===== src/hdl/rau_pkg.sv =====
`default_nettype none
package rau_pkg;
    localparam logic [2:0] FN_ADD = 3'd0;
    localparam logic [2:0] FN_SUB = 3'd1;
    localparam logic [2:0] FN_MUL = 3'd2;
    localparam logic [2:0] FN_DIV = 3'd3;
    localparam logic [2:0] FN_GT  = 3'd4;
    localparam logic [2:0] FN_LT  = 3'd5;
    localparam logic [2:0] FN_EQ  = 3'd6;
    localparam logic [2:0] FN_NOP = 3'd7;

    localparam logic [1:0] ST_OK   = 2'd0;
    localparam logic [1:0] ST_DIVZ = 2'd1;
    localparam logic [1:0] ST_OVF  = 2'd2;

    // controller to datapath
    typedef struct packed {
        logic load;
        logic mul_a;
        logic mul_b;
        logic form;
        logic gcd_step;
        logic div_init;
        logic div_step;
        logic finish;
    } t_cmd;

    // datapath to controller
    typedef struct packed {
        logic early;
        logic gcd_done;
        logic div_done;
    } t_stat;
endpackage
`default_nettype wire


===== src/hdl/rau_ctrl.sv =====
`default_nettype none
module rau_ctrl (
    input  wire logic          i_clk,
    input  wire logic          i_rst_n,
    input  wire logic          i_start,
    input  wire rau_pkg::t_stat i_stat,
    input  wire logic          i_out_ready,
    output rau_pkg::t_cmd      o_cmd,
    output logic               o_busy,
    output logic               o_valid
);
    localparam logic [2:0] S_IDLE = 3'd0;
    localparam logic [2:0] S_MULA = 3'd1;
    localparam logic [2:0] S_MULB = 3'd2;
    localparam logic [2:0] S_FORM = 3'd3;
    localparam logic [2:0] S_GCD  = 3'd4;
    localparam logic [2:0] S_DIV  = 3'd5;
    localparam logic [2:0] S_FIN  = 3'd6;
    localparam logic [2:0] S_OUT  = 3'd7;

    logic [2:0] r_state, n_state;

    // next state and commands
    always_comb begin
        n_state = r_state;
        o_cmd = '0;
        unique case (r_state)
            S_IDLE: begin
                if (i_start) begin
                    o_cmd.load = 1'b1;
                    n_state = S_MULA;
                end
            end
            S_MULA: begin
                o_cmd.mul_a = 1'b1;
                n_state = S_MULB;
            end
            S_MULB: begin
                o_cmd.mul_b = 1'b1;
                n_state = S_FORM;
            end
            S_FORM: begin
                o_cmd.form = 1'b1;
                n_state = S_GCD;
            end
            S_GCD: begin
                if (i_stat.early) begin
                    n_state = S_OUT;
                end else if (i_stat.gcd_done) begin
                    o_cmd.div_init = 1'b1;
                    n_state = S_DIV;
                end else begin
                    o_cmd.gcd_step = 1'b1;
                end
            end
            S_DIV: begin
                if (i_stat.div_done) begin
                    n_state = S_FIN;
                end else begin
                    o_cmd.div_step = 1'b1;
                end
            end
            S_FIN: begin
                o_cmd.finish = 1'b1;
                n_state = S_OUT;
            end
            S_OUT: begin
                if (i_out_ready) n_state = S_IDLE;
            end
            default: n_state = S_IDLE;
        endcase
    end

    always_ff @(posedge i_clk) begin
        if (!i_rst_n) r_state <= S_IDLE;
        else r_state <= n_state;
    end

    assign o_busy  = (r_state != S_IDLE);
    assign o_valid = (r_state == S_OUT);
endmodule
`default_nettype wire


===== config.mk =====
export PLATFORM = sky130hd
export DESIGN_NAME = rau_ctrl
export DESIGN_NICKNAME = d
export VERILOG_FILES = /design/src/hdl/rau_pkg.sv /design/src/hdl/rau_ctrl.sv
export SDC_FILE = /design/constraint.sdc
export NUM_CORES = 1
export LEC_CHECK = 0
export ABC_AREA = 1
export BUFFER_PORTS_ARGS = -buffer_cell sky130_fd_sc_hd__buf_2
export CAP_MARGIN = 5
export CORE_AREA = 4 4 41 43
export DETAILED_ROUTE_END_ITERATION = 8
export DIE_AREA = 0 0 45 47
export HOLD_SLACK_MARGIN = 0.1
export PLACE_DENSITY_LB_ADDON = 0.08
export SYNTH_ARGS = -nofsm -noshare
export SYNTH_HDL_FRONTEND = slang
export SYNTH_SLANG_ARGS = --single-unit
export TNS_END_PERCENT = 5

===== constraint.sdc =====
create_clock -name i_clk -period 2.5 [get_ports i_clk]
set_clock_uncertainty 0.2 [all_clocks]
set_input_delay 0.125 -clock i_clk [delete_from_list [all_inputs] [get_ports i_clk]]
set_output_delay 0.125 -clock i_clk [all_outputs]
set_load 0.005 [all_outputs]

==> impl_metrics.tcl <==
set metrics [dict create \
    status "finished, final reports clean" \
    fin_crit_sh_pct 65.2 \
    leakage_nw 0.247 \
    layout_commonest_cell "buf_2" \
    fp.dieH_um 47 \
    drive_gt1_share_pct 35.7 \
    grt_pass1_wl_um 1280 \
    p_per_area_nw_per_um2 507 \
    worst_slack_ns 0.869 \
    antenna_found_initial 0 \
    final_net_count 78 \
    r2r-end "r_state[2]" \
    fin_cells 85 \
    synthesis.nets 55 \
    ys_seq_elements 3 \
    post_cts_buffers 0 \
    tightest_slew_ns 0.336 \
    syn_inst 48 \
    dr_wl_met2_um 316 \
    syn_area_per_cell_um2 5.58 \
    cts_tree "built" \
    synth_cell_types 16 \
    final_cell_mix "16 x buf_2, 9 x nor2_1, 8 x inv_1, 8 x nand2_1" \
    setup.worst_path.start_class "flop" \
    syn_area_um2 268 \
    drc_errors 0 \
    top_register "r_state" \
    cts.clk_slew.worst_paths_ns 0.04 \
    grt_max_degree 12 \
    cts_buffers 3 \
    die_area_um2 2120 \
    power_uw 212 \
    synth-seq-area-share_pct 22.4 \
    cp_max_fo 11 \
    cts.sinks 3 \
    yosysTopAreaCell "dfxtp_1" \
    rsz0062_at_grt "false" \
    drtPass1Iterations 3 \
    wl_met1_um 406 \
    reg2reg_slack_ns 1.01 \
    wire_per_inst_um 9.32 \
    gp_congestion 0.758 \
    synth.top_cell.area_share_pct 22.4 \
    max_slew_margin_pct 77.5 \
    r2r_cells 6 \
    die_w_um 45 \
    dpl-instance-area_um2 362 \
    hold_class "primary input to flop" \
    critPathCaptureType "output port" \
    initial_core_util_pct 20.6 \
    io_pins 17 \
    gr-total-overflow 0 \
    dpl.hpwl_um 621 \
    h-tree-depth 1 \
    cp-endpoint "o_cmd[1]" \
    io_buffers 16 \
    yosys_warnings 0 \
    grt_usage_pct 8.37 \
    drv_cap 0 \
    routed_wl_um 792 \
    slew_violations 0 \
    rr_startpoint "r_state[2]" \
    max_freq_mhz 613 \
    cts_buffer_depth 2 \
    crit_arrival_ns 1.31 \
    cp.required_ns 2.17 \
    setup_viol 0 \
    drtAntennaViolNets 0 \
    dp.cells 78 \
    met3_length_um 69 \
    vias 350 \
    finalCriticalPeriod_ns 1.63 \
    drt_iter0_drc 4 \
    core_area_um2 1300 \
    finalSetupTns_ns 0 \
    pre_cts_ws_ns 1.00 \
    final_area_um2 418 \
    critical_path_class "flop to output port" \
    cp-startpoint "r_state[2]" \
    vdd_drop_max_uv 135 \
    cts_root_buf "clkbuf_4" \
    num_rows 13 \
    area_delta_synth_final_pct 56.1 \
    largest_register_ff_count 3 \
    clk_latency_ns 0.23 \
    hold_viol 0 \
    grt_pass1_vias 340 \
    reg_top3 "r_state: 3 flops" \
    viasPerCell 4.12 \
    antenna_cells 0 \
    top_layer "met3" \
    yosys-top-cells-area "dfxtp_1 22%, nor2_1 13%, inv_1 11%" \
]
cells in the mapped netlist:
cell     n
nor2_4   1
a21oi_1  3
inv_2    1
buf_2    1
o21ai_0  2
nand2_1  8
dfxtp_1  3
nor2_2   1
nand4_1  1
a21oi_2  1
nor2_1   9
nand3_1  3
o21ai_1  1
inv_1    8
nor3_1   3
nand2_2  2
power by group:
part / internal [mW] / switching, mW / total, mW
Combinational: 0.0283 / 0.0340 / 0.0623
Sequential: 0.0532 / 0.0103 / 0.0635
Clock: 0.0599 / 0.0261 / 0.0860
kinds of logic (layout without fill, tap and decap cells):
logic type | after synthesis | in the layout | share of synthesized area [%]
buf+inv | 10 | 32 | 14.5
compound gates | 7 | 7 | 14.5
flops | 3 | 3 | 22.4
simple gates | 28 | 28 | 48.6
stage by stage:
stage          utilization, %  hold WS, ns
5_1_grt                  32.1        0.270
4_1_cts                  32.1        0.198
3_3_place_gp             27.8        0.202
3_5_place_dp             27.8        0.200
6_report                 32.1        0.201
2_1_floorplan               -       0.0811
layout make-up:
class	instances	area (um2)
sequential	3	60.1
tap	15	18.8
fill	167	883
clock buffer	4	26.3
inverter	9	33.8
multi-input combinational	35	169
timing repair buffer	19	110
what timing repair did:
item	4_1_cts	5_1_grt
resized for setup	0	0
hold buffers	3	0
endpoints found under the hold margin	3	0
layer usage:
metal	global-route usage [%]	vias up
li1	-	193
met2	11.9	17
met1	10.9	140
met4	3.51	0
met5	0	-
met3	3.83	0
critical path: stages, from the launching register on:
cell     delay [ns]
dfxtp_1        0.51
inv_1          0.18
nor2_1         0.11
nand2_1        0.09
inv_1          0.07
buf_2          0.11
worst min path at each step:
| stage | slack, ns | from | cells after the start | end |
|---|---|---|---|---|
| finish | 0.20 | i_stat[0] | 6 | r_state[0] |
| global route | 0.27 | i_start | 6 | r_state[2] |
| CTS | 0.20 | i_stat[0] | 6 | r_state[0] |
| detailed placement | 0.20 | i_rst_n | 3 | r_state[2] |
| global placement | 0.20 | i_rst_n | 3 | r_state[2] |
| floorplan | 0.08 | i_stat[2] | 1 | o_cmd[2] |
Note: power is estimated with default switching activity, not from simulation.
